$ cat src/rtl/mmnp_pkg.sv
// shared constants, types and tables of the music macro note parser
package mmnp_pkg;

    // width of the character position counter; error positions saturate at 16 bits
    localparam int POS_BITS   = 16;
    localparam int ERR_POS_W  = 16;
    localparam int FREQ_W     = 15;
    localparam int DUR_W      = 10;
    localparam int KIND_W     = 2;
    localparam int TDATA_W    = 48;
    localparam int BASE_W     = 30;
    localparam int FREQ_ACC_W = BASE_W + 15;
    localparam int FRAC_BITS  = 24;

    // result kinds carried on tuser
    localparam logic [KIND_W-1:0] KIND_TONE = 2'd0;
    localparam logic [KIND_W-1:0] KIND_DONE = 2'd1;
    localparam logic [KIND_W-1:0] KIND_ERR  = 2'd2;

    // parser modes
    localparam logic [1:0] MODE_CMD  = 2'd0;
    localparam logic [1:0] MODE_OCT  = 2'd1;
    localparam logic [1:0] MODE_SKIP = 2'd2;

    // held note codes and accidentals
    localparam logic [2:0] NOTE_REST = 3'd7;
    localparam logic [1:0] ACC_NONE  = 2'd0;
    localparam logic [1:0] ACC_SHARP = 2'd1;
    localparam logic [1:0] ACC_FLAT  = 2'd2;

    // duration divider
    localparam logic [DUR_W-1:0] DUR_DIVIDEND = 10'd1000;
    localparam logic [3:0]       DIV_STEPS    = 4'd10;

    localparam logic [3:0] OCTAVE_RESET = 4'd4;
    localparam logic [6:0] LENGTH_RESET = 7'd1;

    // commands from the controller to the datapath
    typedef struct packed {
        logic capture;
        logic apply;
        logic snap_held;
        logic div_start;
        logic div_step;
        logic load_tone;
        logic load_err;
        logic load_done;
        logic out_last;
        logic clear;
    } dp_cmd_t;

    // status from the datapath to the controller
    typedef struct packed {
        logic tone_req;
        logic err_req;
        logic last;
        logic skip;
        logic flush_ok;
        logic div_done;
        logic out_free;
    } dp_stat_t;

    // semitone index from note code and accidental
    function automatic logic [3:0] semi_index(input logic [2:0] note, input logic [1:0] acc);
        logic [3:0] base;
        begin
            unique case (note)
                3'd0:    base = 4'd1;
                3'd1:    base = 4'd3;
                3'd2:    base = 4'd5;
                3'd3:    base = 4'd6;
                3'd4:    base = 4'd8;
                3'd5:    base = 4'd10;
                3'd6:    base = 4'd12;
                default: base = 4'd0;
            endcase
            if (acc == ACC_SHARP)
                semi_index = base + 4'd1;
            else if (acc == ACC_FLAT)
                semi_index = base - 4'd1;
            else
                semi_index = base;
        end
    endfunction

    // octave zero semitone frequencies, unsigned q6.24
    function automatic logic [BASE_W-1:0] base_q24(input logic [3:0] idx);
        begin
            unique case (idx)
                4'd0:    base_q24 = 30'd258937088;
                4'd1:    base_q24 = 30'd274334289;
                4'd2:    base_q24 = 30'd290647054;
                4'd3:    base_q24 = 30'd307929828;
                4'd4:    base_q24 = 30'd326240288;
                4'd5:    base_q24 = 30'd345639545;
                4'd6:    base_q24 = 30'd366192342;
                4'd7:    base_q24 = 30'd387967272;
                4'd8:    base_q24 = 30'd411037006;
                4'd9:    base_q24 = 30'd435478539;
                4'd10:   base_q24 = 30'd461373440;
                4'd11:   base_q24 = 30'd488808132;
                4'd12:   base_q24 = 30'd517874176;
                4'd13:   base_q24 = 30'd548668578;
                default: base_q24 = '0;
            endcase
        end
    endfunction

    // note code of a letter A-G given as offset from A
    function automatic logic [2:0] letter_note(input logic [2:0] ofs);
        begin
            unique case (ofs)
                3'd0:    letter_note = 3'd5;
                3'd1:    letter_note = 3'd6;
                3'd2:    letter_note = 3'd0;
                3'd3:    letter_note = 3'd1;
                3'd4:    letter_note = 3'd2;
                3'd5:    letter_note = 3'd3;
                3'd6:    letter_note = 3'd4;
                default: letter_note = 3'd0;
            endcase
        end
    endfunction

endpackage

$ cat src/rtl/mmnp_ctrl.sv
// controller state machine of the music macro note parser
module mmnp_ctrl (
    input  logic              clk,
    input  logic              rst_n,
    input  logic              s_valid,
    output logic              s_ready,
    input  mmnp_pkg::dp_stat_t stat,
    output mmnp_pkg::dp_cmd_t  cmd
);

    typedef enum logic [6:0] {
        ST_IDLE   = 7'b0000001,
        ST_EVAL   = 7'b0000010,
        ST_DIV    = 7'b0000100,
        ST_TONE   = 7'b0001000,
        ST_ERR    = 7'b0010000,
        ST_ENDCHK = 7'b0100000,
        ST_DONE   = 7'b1000000
    } state_t;

    state_t state_reg, state_next;
    logic   flush_reg, flush_next;

    assign s_ready = (state_reg == ST_IDLE);

    // next state and commands
    always_comb
    begin
        state_next = state_reg;
        flush_next = flush_reg;
        cmd        = '0;
        unique case (state_reg)
            ST_IDLE:
            begin
                if (s_valid)
                begin
                    cmd.capture = 1'b1;
                    state_next  = ST_EVAL;
                end
            end
            ST_EVAL:
            begin
                cmd.apply     = 1'b1;
                cmd.div_start = 1'b1;
                flush_next    = 1'b0;
                if (stat.tone_req)
                    state_next = ST_DIV;
                else if (stat.err_req)
                    state_next = ST_ERR;
                else
                    state_next = ST_ENDCHK;
            end
            ST_DIV:
            begin
                if (stat.div_done)
                    state_next = ST_TONE;
                else
                    cmd.div_step = 1'b1;
            end
            ST_TONE:
            begin
                if (stat.out_free)
                begin
                    cmd.load_tone = 1'b1;
                    cmd.out_last  = !flush_reg && !stat.last;
                    state_next    = flush_reg ? ST_DONE : ST_ENDCHK;
                end
            end
            ST_ERR:
            begin
                if (stat.out_free)
                begin
                    cmd.load_err = 1'b1;
                    cmd.out_last = 1'b1;
                    state_next   = ST_ENDCHK;
                end
            end
            ST_ENDCHK:
            begin
                if (!stat.last)
                    state_next = ST_IDLE;
                else if (stat.skip)
                begin
                    cmd.clear  = 1'b1;
                    state_next = ST_IDLE;
                end
                else if (stat.flush_ok)
                begin
                    cmd.snap_held = 1'b1;
                    cmd.div_start = 1'b1;
                    flush_next    = 1'b1;
                    state_next    = ST_DIV;
                end
                else
                    state_next = ST_DONE;
            end
            ST_DONE:
            begin
                if (stat.out_free)
                begin
                    cmd.load_done = 1'b1;
                    cmd.out_last  = 1'b1;
                    cmd.clear     = 1'b1;
                    state_next    = ST_IDLE;
                end
            end
            default:
            begin
                state_next = ST_IDLE;
            end
        endcase
    end

    // state registers
    always_ff @(posedge clk or negedge rst_n)
    begin
        if (!rst_n)
        begin
            state_reg <= ST_IDLE;
            flush_reg <= 1'b0;
        end
        else
        begin
            state_reg <= state_next;
            flush_reg <= flush_next;
        end
    end

endmodule

$ cat src/rtl/mmnp_dp.sv
// datapath of the music macro note parser: parse state, divider, tone lookup, output beat
module mmnp_dp (
    input  logic                      clk,
    input  logic                      rst_n,
    input  mmnp_pkg::dp_cmd_t         cmd,
    output mmnp_pkg::dp_stat_t        stat,
    input  logic [7:0]                s_char,
    input  logic                      s_last,
    output logic                      m_valid,
    input  logic                      m_ready,
    output logic [mmnp_pkg::TDATA_W-1:0] m_data,
    output logic [mmnp_pkg::KIND_W-1:0]  m_kind,
    output logic                      m_last
);

    // captured character
    logic [7:0] char_reg;
    logic       last_reg;

    // per-string parse state
    logic [1:0]                    mode_reg, mode_next;
    logic [3:0]                    oct_reg, oct_next;
    logic [2:0]                    note_reg, note_next;
    logic [1:0]                    acc_reg, acc_next;
    logic [6:0]                    len_reg, len_next;
    logic                          pending_reg, pending_next;
    logic                          given_reg, given_next;
    logic [mmnp_pkg::POS_BITS-1:0] pos_reg, pos_next;

    // tone snapshot and error position
    logic [2:0]                    snap_note_reg;
    logic [1:0]                    snap_acc_reg;
    logic [6:0]                    snap_len_reg;
    logic [3:0]                    snap_oct_reg;
    logic [mmnp_pkg::POS_BITS-1:0] err_pos_reg;

    // divider
    logic [mmnp_pkg::DUR_W-1:0] quot_reg;
    logic [6:0]                 rem_reg;
    logic [3:0]                 cnt_reg;

    // output beat
    logic                           out_valid_reg;
    logic [mmnp_pkg::KIND_W-1:0]    out_kind_reg;
    logic [mmnp_pkg::FREQ_W-1:0]    out_freq_reg;
    logic [mmnp_pkg::DUR_W-1:0]     out_dur_reg;
    logic [mmnp_pkg::ERR_POS_W-1:0] out_pos_reg;
    logic                           out_last_reg;

    // decode results
    logic [7:0] up;
    logic       is_digit, is_note, is_oct, is_acc;
    logic [3:0] digit;
    logic [9:0] len_x10;
    logic [6:0] len_two;
    logic [1:0] ev_mode;
    logic [3:0] ev_oct;
    logic [2:0] ev_note;
    logic [1:0] ev_acc;
    logic [6:0] ev_len;
    logic       ev_pending, ev_given, ev_sound, ev_err, ev_two;
    logic [6:0] ev_snap_len;

    // character classes
    always_comb
    begin
        up       = (char_reg >= 8'h61 && char_reg <= 8'h7a) ? char_reg - 8'd32 : char_reg;
        is_digit = (char_reg >= 8'h30 && char_reg <= 8'h39);
        is_note  = (up >= 8'h41 && up <= 8'h47) || (up == 8'h52);
        is_oct   = (up == 8'h4f);
        is_acc   = (char_reg == 8'h23) || (char_reg == 8'h2b) || (char_reg == 8'h2d);
        digit    = char_reg[3:0];
        len_x10  = 10'({len_reg, 3'b000}) + 10'({len_reg, 1'b0}) + 10'(digit);
        len_two  = len_x10[6:0];
    end

    // parse one character
    always_comb
    begin
        ev_mode    = mode_reg;
        ev_oct     = oct_reg;
        ev_note    = note_reg;
        ev_acc     = acc_reg;
        ev_len     = len_reg;
        ev_pending = pending_reg;
        ev_given   = given_reg;
        ev_sound   = 1'b0;
        ev_err     = 1'b0;
        ev_two     = 1'b0;
        if (mode_reg == mmnp_pkg::MODE_OCT)
        begin
            if (is_digit)
            begin
                ev_oct  = digit;
                ev_mode = mmnp_pkg::MODE_CMD;
            end
            else
                ev_err = 1'b1;
        end
        else if (mode_reg == mmnp_pkg::MODE_CMD)
        begin
            if (is_note)
            begin
                ev_sound   = pending_reg;
                ev_note    = (up == 8'h52) ? mmnp_pkg::NOTE_REST
                                           : mmnp_pkg::letter_note(3'(up - 8'h41));
                ev_acc     = mmnp_pkg::ACC_NONE;
                ev_len     = mmnp_pkg::LENGTH_RESET;
                ev_pending = 1'b1;
                ev_given   = 1'b0;
            end
            else if (is_oct)
            begin
                if (pending_reg)
                begin
                    ev_sound   = 1'b1;
                    ev_pending = 1'b0;
                    ev_given   = 1'b0;
                end
                ev_mode = mmnp_pkg::MODE_OCT;
            end
            else if (pending_reg)
            begin
                if (!given_reg)
                begin
                    if (is_acc && note_reg != mmnp_pkg::NOTE_REST)
                        ev_acc = (char_reg == 8'h2d) ? mmnp_pkg::ACC_FLAT : mmnp_pkg::ACC_SHARP;
                    else if (is_digit)
                    begin
                        ev_len   = 7'(digit);
                        ev_given = 1'b1;
                    end
                    else
                        ev_err = 1'b1;
                end
                else if (is_digit)
                begin
                    ev_len     = len_two;
                    ev_two     = 1'b1;
                    ev_sound   = 1'b1;
                    ev_pending = 1'b0;
                    ev_given   = 1'b0;
                end
                else
                    ev_err = 1'b1;
            end
        end
        if (ev_err)
            ev_mode = mmnp_pkg::MODE_SKIP;
        ev_snap_len = ev_two ? len_two : len_reg;
    end

    // next parse state
    always_comb
    begin
        mode_next    = mode_reg;
        oct_next     = oct_reg;
        note_next    = note_reg;
        acc_next     = acc_reg;
        len_next     = len_reg;
        pending_next = pending_reg;
        given_next   = given_reg;
        pos_next     = pos_reg;
        if (cmd.clear)
        begin
            mode_next    = mmnp_pkg::MODE_CMD;
            oct_next     = mmnp_pkg::OCTAVE_RESET;
            note_next    = '0;
            acc_next     = mmnp_pkg::ACC_NONE;
            len_next     = mmnp_pkg::LENGTH_RESET;
            pending_next = 1'b0;
            given_next   = 1'b0;
            pos_next     = '0;
        end
        else if (cmd.apply)
        begin
            mode_next    = ev_mode;
            oct_next     = ev_oct;
            note_next    = ev_note;
            acc_next     = ev_acc;
            len_next     = ev_len;
            pending_next = ev_pending;
            given_next   = ev_given;
            if (pos_reg != '1)
                pos_next = pos_reg + 1'b1;
        end
    end

    // parse state registers
    always_ff @(posedge clk or negedge rst_n)
    begin
        if (!rst_n)
        begin
            mode_reg    <= mmnp_pkg::MODE_CMD;
            oct_reg     <= mmnp_pkg::OCTAVE_RESET;
            note_reg    <= '0;
            acc_reg     <= mmnp_pkg::ACC_NONE;
            len_reg     <= mmnp_pkg::LENGTH_RESET;
            pending_reg <= 1'b0;
            given_reg   <= 1'b0;
            pos_reg     <= '0;
        end
        else
        begin
            mode_reg    <= mode_next;
            oct_reg     <= oct_next;
            note_reg    <= note_next;
            acc_reg     <= acc_next;
            len_reg     <= len_next;
            pending_reg <= pending_next;
            given_reg   <= given_next;
            pos_reg     <= pos_next;
        end
    end

    // character capture and tone snapshot
    always_ff @(posedge clk)
    begin
        if (cmd.capture)
        begin
            char_reg <= s_char;
            last_reg <= s_last;
        end
        if (cmd.apply)
        begin
            snap_note_reg <= note_reg;
            snap_acc_reg  <= acc_reg;
            snap_len_reg  <= ev_snap_len;
            snap_oct_reg  <= oct_reg;
            err_pos_reg   <= pos_reg;
        end
        else if (cmd.snap_held)
        begin
            snap_note_reg <= note_reg;
            snap_acc_reg  <= acc_reg;
            snap_len_reg  <= len_reg;
            snap_oct_reg  <= oct_reg;
        end
    end

    // restoring divider, one quotient bit per step
    logic [7:0] trial;
    logic       take;
    logic [7:0] diff;

    always_comb
    begin
        trial = {rem_reg, quot_reg[mmnp_pkg::DUR_W-1]};
        take  = trial >= {1'b0, snap_len_reg};
        diff  = trial - {1'b0, snap_len_reg};
    end

    always_ff @(posedge clk)
    begin
        if (cmd.div_start)
        begin
            quot_reg <= mmnp_pkg::DUR_DIVIDEND;
            rem_reg  <= '0;
            cnt_reg  <= '0;
        end
        else if (cmd.div_step)
        begin
            quot_reg <= {quot_reg[mmnp_pkg::DUR_W-2:0], take};
            rem_reg  <= take ? diff[6:0] : trial[6:0];
            cnt_reg  <= cnt_reg + 4'd1;
        end
    end

    // frequency: table value scaled by octave, rounded half up
    logic [3:0]                      semi;
    logic [mmnp_pkg::FREQ_ACC_W-1:0] scaled;
    logic [mmnp_pkg::FREQ_ACC_W-1:0] rounded;
    logic [mmnp_pkg::FREQ_W-1:0]     freq;

    always_comb
    begin
        semi    = mmnp_pkg::semi_index(snap_note_reg, snap_acc_reg);
        scaled  = mmnp_pkg::FREQ_ACC_W'(mmnp_pkg::base_q24(semi)) << snap_oct_reg;
        rounded = scaled + (mmnp_pkg::FREQ_ACC_W'(1) << (mmnp_pkg::FRAC_BITS - 1));
        if (snap_note_reg == mmnp_pkg::NOTE_REST)
            freq = '0;
        else
            freq = rounded[mmnp_pkg::FRAC_BITS +: mmnp_pkg::FREQ_W];
    end

    // saturated error position
    logic [31:0]                    pos_ext;
    logic [mmnp_pkg::ERR_POS_W-1:0] pos_sat;

    always_comb
    begin
        pos_ext = 32'(err_pos_reg);
        pos_sat = (pos_ext > 32'd65535) ? '1 : pos_ext[mmnp_pkg::ERR_POS_W-1:0];
    end

    // output beat valid
    always_ff @(posedge clk or negedge rst_n)
    begin
        if (!rst_n)
            out_valid_reg <= 1'b0;
        else if (cmd.load_tone || cmd.load_err || cmd.load_done)
            out_valid_reg <= 1'b1;
        else if (m_ready)
            out_valid_reg <= 1'b0;
    end

    // output beat payload
    always_ff @(posedge clk)
    begin
        if (cmd.load_tone)
        begin
            out_kind_reg <= mmnp_pkg::KIND_TONE;
            out_freq_reg <= freq;
            out_dur_reg  <= quot_reg;
            out_pos_reg  <= '0;
            out_last_reg <= cmd.out_last;
        end
        else if (cmd.load_err)
        begin
            out_kind_reg <= mmnp_pkg::KIND_ERR;
            out_freq_reg <= '0;
            out_dur_reg  <= '0;
            out_pos_reg  <= pos_sat;
            out_last_reg <= cmd.out_last;
        end
        else if (cmd.load_done)
        begin
            out_kind_reg <= mmnp_pkg::KIND_DONE;
            out_freq_reg <= '0;
            out_dur_reg  <= '0;
            out_pos_reg  <= '0;
            out_last_reg <= cmd.out_last;
        end
    end

    assign m_valid = out_valid_reg;
    assign m_kind  = out_kind_reg;
    assign m_last  = out_last_reg;
    assign m_data  = {7'b0, out_pos_reg, out_dur_reg, out_freq_reg};

    // status to the controller
    always_comb
    begin
        stat.tone_req = ev_sound && (ev_snap_len != '0);
        stat.err_req  = ev_err;
        stat.last     = last_reg;
        stat.skip     = (mode_reg == mmnp_pkg::MODE_SKIP);
        stat.flush_ok = pending_reg && (len_reg != '0);
        stat.div_done = (cnt_reg == mmnp_pkg::DIV_STEPS);
        stat.out_free = !out_valid_reg || m_ready;
    end

endmodule

$ cat src/rtl/music_macro_note_parser.sv
// top level of the music macro note parser
// Takes a music macro string one character per input beat (tlast on the last
// character) and gives tone beats (frequency in Hz, duration 1000/length ms),
// a done beat at the end of a clean string, or one error beat with the
// character position, after which the rest of the string is skipped. tuser
// carries the result kind and tlast marks the last result beat caused by one
// character. One character is in work at a time: a character that gives no
// result passes through the evaluate and end-check states, each tone beat
// adds a run of the one-bit-per-cycle duration divider, and any result beat
// may wait for the output register to drain. The output register lets the
// next character be taken while the last result still waits.
module music_macro_note_parser (
    input  logic        clk,
    input  logic        rst_n,
    input  logic        s_axis_tvalid,
    output logic        s_axis_tready,
    input  logic [7:0]  s_axis_tdata,   // char_code
    input  logic        s_axis_tlast,
    output logic        m_axis_tvalid,
    input  logic        m_axis_tready,
    output logic [47:0] m_axis_tdata,   // freq_hz[14:0], dur_ms[24:15], error_pos[40:25], zeros
    output logic [1:0]  m_axis_tuser,   // kind
    output logic        m_axis_tlast
);

    mmnp_pkg::dp_cmd_t  cmd;
    mmnp_pkg::dp_stat_t stat;

    // sequencing
    mmnp_ctrl u_ctrl (
        .clk     (clk),
        .rst_n   (rst_n),
        .s_valid (s_axis_tvalid),
        .s_ready (s_axis_tready),
        .stat    (stat),
        .cmd     (cmd)
    );

    // parse state and arithmetic
    mmnp_dp u_dp (
        .clk     (clk),
        .rst_n   (rst_n),
        .cmd     (cmd),
        .stat    (stat),
        .s_char  (s_axis_tdata),
        .s_last  (s_axis_tlast),
        .m_valid (m_axis_tvalid),
        .m_ready (m_axis_tready),
        .m_data  (m_axis_tdata),
        .m_kind  (m_axis_tuser),
        .m_last  (m_axis_tlast)
    );

    // done and error beats always close the run of a character
    assert property (@(posedge clk) disable iff (!rst_n)
        m_axis_tvalid && (m_axis_tuser == mmnp_pkg::KIND_DONE || m_axis_tuser == mmnp_pkg::KIND_ERR)
        |-> m_axis_tlast)
        else $error("done or error beat without tlast");

    // a tone never has zero duration
    assert property (@(posedge clk) disable iff (!rst_n)
        m_axis_tvalid && m_axis_tuser == mmnp_pkg::KIND_TONE |-> m_axis_tdata[24:15] != '0)
        else $error("tone beat with zero duration");

    // only tone beats carry a frequency or duration
    assert property (@(posedge clk) disable iff (!rst_n)
        m_axis_tvalid && m_axis_tuser != mmnp_pkg::KIND_TONE |-> m_axis_tdata[24:0] == '0)
        else $error("non-tone beat carries tone payload");

    // no new character is taken in the cycle right after one was taken
    assert property (@(posedge clk) disable iff (!rst_n)
        s_axis_tvalid && s_axis_tready |=> !s_axis_tready)
        else $error("character taken while previous one in work");

endmodule

$ cat config.mk
export PLATFORM = sky130hd
export DESIGN_NAME = music_macro_note_parser
export DESIGN_NICKNAME = d
export VERILOG_FILES = /design/src/rtl/mmnp_pkg.sv /design/src/rtl/mmnp_ctrl.sv /design/src/rtl/mmnp_dp.sv /design/src/rtl/music_macro_note_parser.sv
export SDC_FILE = /design/constraint.sdc
export NUM_CORES = 1
export LEC_CHECK = 0
export ABC_AREA = 1
export BUFFER_PORTS_ARGS = -buffer_cell sky130_fd_sc_hd__buf_4
export CORE_UTILIZATION = 30
export CTS_CLUSTER_SIZE = 24
export DETAILED_ROUTE_END_ITERATION = 8
export GPL_TIMING_DRIVEN = 0
export PLACE_DENSITY = 0.5
export SLEW_MARGIN = 10
export SYNTH_ARGS = -nofsm -noshare
export SYNTH_HDL_FRONTEND = slang
export SYNTH_HIERARCHICAL = 1
export SYNTH_SLANG_ARGS = --single-unit
export TNS_END_PERCENT = 10
$ cat constraint.sdc
create_clock -name clk -period 4.74 [get_ports clk]
set_input_delay 0.237 -clock clk [delete_from_list [all_inputs] [get_ports clk]]
set_output_delay 0.237 -clock clk [all_outputs]
set_load 0.03 [all_outputs]
==> summary.txt, run 1 <==
CTS
  – Total clock sinks: 151
  – Htree depth: 4
  – Worst-path clk slew: 60 ps
  – Largest buffer count on any clock path: 2
  – CTS tree: built
  – Root Buffer: clkbuf_16
  – Post-CTS setup buffer count: 0
  – Clk Latency, worst-skew pair: 430 ps
  – Cts bufs inserted: 17

Setup path
  – Reg2Reg Depth: 25
  – Kind of critical path: reg2reg
  – Critical Path AT: 4190 ps
  – CP max FO: 7
  – CP startpoint kind: flop
  – Critical Path RT: 4930 ps
  – Endpoint type of the worst setup path: flop
  – Reg2Reg Setup Slack: 740 ps

Pwr
  – Worst vdd ir: 0.0002388 V
  – Power per Cell Area: 492.7 nW/um^2
  – Leakage: 5.136 nW
  – Part of the power in registers: 0.321
  – Combinational share of power: 0.416
  – Clock power share: 0.263
  – Total Power: 5.503 mW
  – Psw: 2.292 mW
  – Internal cell power: 3.211 mW
  – Switching Fraction: 0.4165

Synth
  – Area contributors post-synth: edfxtp_1, nand2_1, dfrtp_1
  – Top cells by instance count after synthesis: nand2_1, nand3_1, inv_1, nor2_1, edfxtp_1
  – Ys async rst share: 0.2980
  – EDFF count, synth: 67
  – Synth Instances: 1246
  – Mapped cell area: 9474 um^2
  – Distinct cells, synth: 52
  – Ys Warns: 6
  – Most numerous cell in the Yosys netlist: nand2_1
  – Predominant post-synthesis flop cell: edfxtp_1
  – Register area share after synthesis: 0.4140
  – Synth Area per Inst: 7.604 um^2
  – Yosys top cell by area: edfxtp_1
  – FF+latch count, synth: 151
  – Share of the synthesized area in the top cell type: 0.2124

Die
  – Num rows: 64
  – Ports: 66
  – Total core area: 30830 um^2
  – Die width: 179.7 um
  – Initial Util: 0.3073
  – Die Y: 179.7 um
  – Die area: 32300 um^2

Cells and area
  – Syn-to-layout area delta: 17.91%
  – Layout cells sized above 1: 0.1530
  – Fillers: 3274
  – Area of the multi-input gates: 4787 um^2
  – Nets@finish: 1384
  – Post-layout util: 0.3623
  – ANT cells: 0
  – Register Area: 3923 um^2

STA
  – Slew HR: 0.2954
  – RSZ-0062 raised after global routing: no
  – Max-slew violations: 0
  – Maximum clock frequency: 0.2497 GHz
  – Worst Clk Skew: 9.460 ps
  – Worst Max-Slew Pin Slew: 1056 ps
  – Number of setup violations in the final report: 0
  – Fin crit period: 4004 ps
  – Final period utilization: 0.8448
  – TNS Setup: 0 ps
  – Final Hold Fails: 0

Place
  – # port buffers: 58
  – HPWL after DPL: 18.41 mm
  – Gp weighted congestion: 0.9317

Flow run
  – Max cap viols: 0

Route
  – Antenna viol nets, final: 0
  – WL final: 24.28 mm
  – DR iter-0 viols: 579
  – Avg WL per Cell: 13.88 um
  – DRT Pass-1 Iters: 7
  – Remaining DRCs: 0
  – Via Count: 8476
  – Vias per cell: 4.846

Hold path
  – Hold path depth: 4
  – Hold Path Class: in2reg

Global route
  – Vias in the first global route: 8111
  – First-pass GRT wire length: 40.92 mm
  – Initial antenna violation count: 0
  – Largest net degree at the start of global routing: 46
  – Gr usage total: 0.1552
  – Total gr overflow: 0

Status
  – Outcome: complete, no violations
==> metal layers <==
metal,share of wire,track usage
met1,0.49,0.2099
met2,0.45,0.2526
met3,0.042,0.02472
met4,0.016,0.05000
met5,0,0
==> critical path: stages, from the launching register on <==
cell	delay, ps
edfxtp_1	440
nand2_1	150
nand2_1	110
ha_1	300
nand3b_1	100
nand2_1	80
nor2_4	230
inv_2	120
ha_1	350
inv_1	110
nand3_4	100
nand3_1	140
nand2_1	80
nand3_1	150
nand3_1	160
nand3_1	150
nand2_2	100
inv_2	70
ha_1	200
nand3_4	130
nor2_8	150
nand2_2	70
nor2_2	110
nand2_1	60
nand2_1	50
nor2_1	50
==> layout by cell type, fill, tap and decap left out, types with 16 or more instances in the layout <==
cell type / synthesis / layout
nand2_1: 311 / 311
nand3_1: 194 / 194
inv_1: 118 / 118
nor2_1: 102 / 102
buf_4: 12 / 71
edfxtp_1: 67 / 67
o21ai_0: 57 / 57
a21oi_1: 47 / 47
dfrtp_1: 42 / 42
dfxtp_1: 39 / 39
ha_1: 28 / 28
clkbuf_1: 22 / 22
nand2_2: 21 / 21
nor3_1: 22 / 21
nand3_2: 18 / 18
clkbuf_16: 0 / 17
inv_2: 16 / 16
a32o_1: 16 / 16
==> final cells by class <==
cell class	count	area share
Timing Repair Buffer	69	0.04861
Multi-Input combinational cell	914	0.4285
Inverter	137	0.04615
Sequential cell	151	0.3511
Buffer	50	0.02475
Clock inverter	15	0.01837
Clock buffer	17	0.03808
Tap cell	396	0.04435
==> power groups by stage <==
stage	combinational (mW)	sequential (mW)	clock, mW
floorplan	1.57	1.88	0
global placement	2.25	1.80	0
detailed placement	2.27	1.79	0
CTS	2.29	1.77	1.49
global route	2.56	1.80	1.53
finish	2.29	1.77	1.45
==> path summary, 6_finish.rpt <==
path,endpoint,from
max,u_dp/out_freq_reg[9],u_dp/snap_note_reg[0]
min,u_dp/m_valid,m_axis_tready
max reg2reg,u_dp/out_freq_reg[9],u_dp/snap_note_reg[0]
min reg2reg,u_dp/cnt_reg[3],u_dp/cnt_reg[3]
max in group asynchronous,u_dp/note_reg[0],rst_n
min in group asynchronous,u_dp/pos_reg[15],rst_n
==> logic make-up after synthesis <==
kind of cell | after synthesis | share of synthesized area
AO/OA/AOI/OAI | 152 | 0.09549
AND/OR/NAND/NOR | 717 | 0.3567
buffers and inverters | 187 | 0.08360
other | 1 | 0.0003958
XOR/XNOR | 7 | 0.006471
adder cells (fa/ha/maj) | 31 | 0.04332
flip-flops | 151 | 0.4140
==> per-stage QoR <==
stage          cell area (um^2)  worst slack, ps  hold slack, ps  cells
5_1_grt                   11170            391.9           68.93   1749
4_1_cts                   11170            732.2           55.05   1749
3_5_place_dp              10440            737.0           299.6   1707
6_report                  11170            735.6           72.25   1749
3_3_place_gp              10430            771.3           300.0   1706
2_1_floorplan              9497             1298          -58.59   1252
==> repair_timing <==
item                                   in CTS  in global routing
endpoints found under the hold margin      51                  0
gates resized for setup                     0                  0
hold buffers                               10                  0
Power figures use the tool's default switching activity.
==> run 2: changes to the inputs <==
--- a/config.mk
+++ b/config.mk
@@ -5,7 +5,7 @@
 export SDC_FILE = /design/constraint.sdc
 export NUM_CORES = 1
 export LEC_CHECK = 0
-export ABC_AREA = 1
+export ABC_AREA = 0
 export BUFFER_PORTS_ARGS = -buffer_cell sky130_fd_sc_hd__buf_4
 export CORE_UTILIZATION = 30
 export CTS_CLUSTER_SIZE = 24
==> constraint.sdc (replaced) <==
create_clock -name clk -period 3.8 [get_ports clk]
set_input_delay 0.19 -clock clk [delete_from_list [all_inputs] [get_ports clk]]
set_output_delay 0.19 -clock clk [all_outputs]
set_load 0.03 [all_outputs]
==> run 2 against run 1 <==
The run now ends with negative setup slack left. Critical path type unchanged. Via count grew 3.7%. Critical path depth shrank 8. Synthesized cell count shrank 15%. Critical endpoint is now u_dp/out_freq_reg[10]. Area after synthesis grew 2.7%. Count of clock-buffer cells in the layout is the same.
==> summary.txt, run 2 <==
Cells and area
  – ANT cells: 0
  – Commonest non-fill, non-tap cell in the layout: buf_4
  – Layout cells sized above 1: 0.2520
  – Syn-to-layout area delta: 29.06%
  – Commonest non-fill, non-tap cells in the layout: buf_4, nand2_1, nor2_1
  – Final Cell Area: 12560 um^2
  – Nets@finish: 1253
  – Post-layout util: 0.3961

Synth
  – Simple-Gate Fraction of Synth Area: 0.2230
  – Predominant post-synthesis flop cell: edfxtp_1
  – Xor/xnor share of the synthesized area: 0.02532
  – Ys Warns: 6
  – Share of the synthesized area in the top cell type: 0.2067
  – Top cells by instance count after synthesis: nand2_1, nor2_1, edfxtp_1, clkbuf_1, a21oi_1
  – Yosys top cell by area: edfxtp_1
  – FF+latch count, synth: 151
  – Most numerous cell in the Yosys netlist: nand2_1
  – Post-Synth Adder-Cell Area: 0.04216
  – Register area share after synthesis: 0.4030
  – Largest family of logic cells by synthesized area: simple AND/OR/NAND/NOR gates
  – Multiplexer share of the synthesized area: 0.04306
  – Distinct cells, synth: 100
  – Synth Area per Inst: 9.217 um^2
  – Compound-Gate Fraction of Synth Area: 0.2032
  – Area contributors post-synth: edfxtp_1, dfrtp_1, dfxtp_1
  – EDFF count, synth: 67
  – Synth Instances: 1056
  – Ys async rst share: 0.2980
  – Mapped cell area: 9733 um^2

Die
  – Die width: 182.1 um
  – Initial Util: 0.3069
  – Die area: 33170 um^2
  – Num rows: 65
  – Total core area: 31720 um^2
  – Die Y: 182.1 um
  – Ports: 66

Setup path
  – Reg2Reg Setup Slack: -760 ps
  – Critical Path AT: 4740 ps
  – RR Endpoint: u_dp/out_freq_reg[10]
  – Critical Path Start: u_dp/snap_note_reg[2]
  – R2r startpoint: u_dp/snap_note_reg[2]
  – Reg2Reg Depth: 17
  – CP startpoint kind: flop
  – Endpoint type of the worst setup path: flop
  – CP max FO: 4
  – Crit path to: u_dp/out_freq_reg[10]
  – Critical Path RT: 3980 ps
  – Kind of critical path: reg2reg

CTS
  – Cts bufs inserted: 17
  – Htree depth: 4
  – CTS tree: built
  – Worst-path clk slew: 70 ps
  – Root Buffer: clkbuf_16
  – Largest buffer count on any clock path: 2
  – Total clock sinks: 151
  – Clk Latency, worst-skew pair: 430 ps

Place
  – DP Area: 10790 um^2
  – # port buffers: 58
  – Gp weighted congestion: 0.9564
  – HPWL after DPL: 20.63 mm

Pwr
  – Power per Cell Area: 661.3 nW/um^2
  – Worst vdd ir: 0.0003035 V
  – Leakage: 4.917 nW
  – Total Power: 8.307 mW

Flow run
  – Max cap viols: 0

STA
  – Slew HR: 0.4367
  – RSZ-0062 raised after global routing: yes
  – Final Hold Fails: 0
  – Worst Clk Skew: 12.92 ps
  – Fin crit period: 4559 ps
  – Number of setup violations in the final report: 15
  – Final period utilization: 1.200
  – Final worst slack: -758.9 ps
  – Maximum clock frequency: 0.2194 GHz
  – Max-slew violations: 0
  – Worst Max-Slew Pin Slew: 821.5 ps

Global route
  – Vias in the first global route: 8375
  – Total gr overflow: 0
  – Initial antenna violation count: 0
  – Gr usage total: 0.1737
  – First-pass GRT wire length: 45.66 mm
  – Largest net degree at the start of global routing: 46

Route
  – DR iter-0 viols: 750
  – DRT Pass-1 Iters: 5
  – Remaining DRCs: 0
  – Via Count: 8790
  – Avg WL per Cell: 17.79 um
  – WL final: 28.90 mm
  – Vias per cell: 5.413
  – Antenna viol nets, final: 0

Hold path
  – Hold path depth: 3
  – Hold Path Class: in2reg

Status
  – Failing checks: negative setup slack
  – Outcome: complete, but fails checks
[run 2: cell count changes after synthesis, sizes merged, moves of 17 or more]
cell / delta
nand2: -240
nand3: -182
inv: -93
mux2i: +35
nor2: -31
clkbuf: +27
o21ai: -22
a22o: +19
nand2b: +17
[run 2: worst min path at each step]
stage / start / to / slack (ps)
6_report: m_axis_tready / u_dp/m_valid / 170
5_1_grt: m_axis_tready / u_dp/m_valid / 180
4_1_cts: m_axis_tready / u_dp/m_valid / 160
3_5_place_dp: rst_n / u_dp/m_valid / 250
3_3_place_gp: rst_n / u_dp/m_valid / 240
2_1_floorplan: rst_n / u_ctrl/flush_reg / -110
[run 2: layout make-up]
class,instances,area [um^2]
clock inverters,15,177.7
well taps,402,503.0
repair buffers,131,1039
multi-input cells,785,5836
clock buffers,17,425.4
inverters,42,180.2
plain buffers,81,479.2
fillers,3214,19160
flip-flops and latches,151,3923
[run 2: power by group]
part	total (mW)	internal, mW	switching, mW	leakage, nW
clock network	1.68	0.889	0.795	0.291
registers	2.13	1.95	0.179	1.51
logic	4.50	1.92	2.58	3.11
total	8.31	4.75	3.55	4.92
[run 2: worst max-delay path, cell delays in order, from the launching register on]
cell,delay (ps)
edfxtp_1,380
buf_6,140
clkbuf_16,140
a21oi_4,120
inv_2,50
ha_4,210
or3b_4,380
o211ai_4,140
buf_6,150
ha_4,140
nor2_2,40
or4_4,530
nand4_1,190
o22ai_4,100
or4_4,530
or4_4,440
or4_4,490
mux2i_1,130
[run 2: kinds of logic (layout without fill, tap and decap cells)]
kind of cell / Yosys count / count (layout)
and+or+nand+nor: 408 / 408
AOI/OAI and AO/OA: 273 / 273
DFF: 151 / 151
buffers and inverters: 126 / 286
muxes: 40 / 40
adders and majority gates: 31 / 31
xor gates and xnor gates: 26 / 26
other: 1 / 7
[run 2: layer usage]
layer / part of all wire / track usage / up-vias
li1: - / - / 4240
met4: 0.028 / 0.07630 / 0
met1: 0.47 / 0.2381 / 4231
met2: 0.46 / 0.2707 / 257
met5: 0 / 0 / -
met3: 0.047 / 0.02614 / 62
[run 2: timing repair]
| action | CTS | global route |
|---|---|---|
| gates cloned | 0 | 0 |
| endpoints found under the setup margin | 15 | 65 |
| hold endpoints to repair | 52 | 0 |
| resized for setup | 78 | 50 |
| buffers inserted | 39 | 23 |
| pin swaps | 31 | 22 |
| hold buffers | 11 | 0 |
[run 2: through the flow]
step	setup slack (ps)	hold WS (ps)	TNS [ps]	instances
3_5_place_dp	-1811	254.0	-21170	1523
2_1_floorplan	-795.2	-105.6	-7336	1062
6_report	-758.9	169.1	-8195	1624
3_3_place_gp	-1869	243.7	-24140	1522
4_1_cts	-754.9	157.4	-8959	1604
5_1_grt	-909.5	181.2	-11240	1624
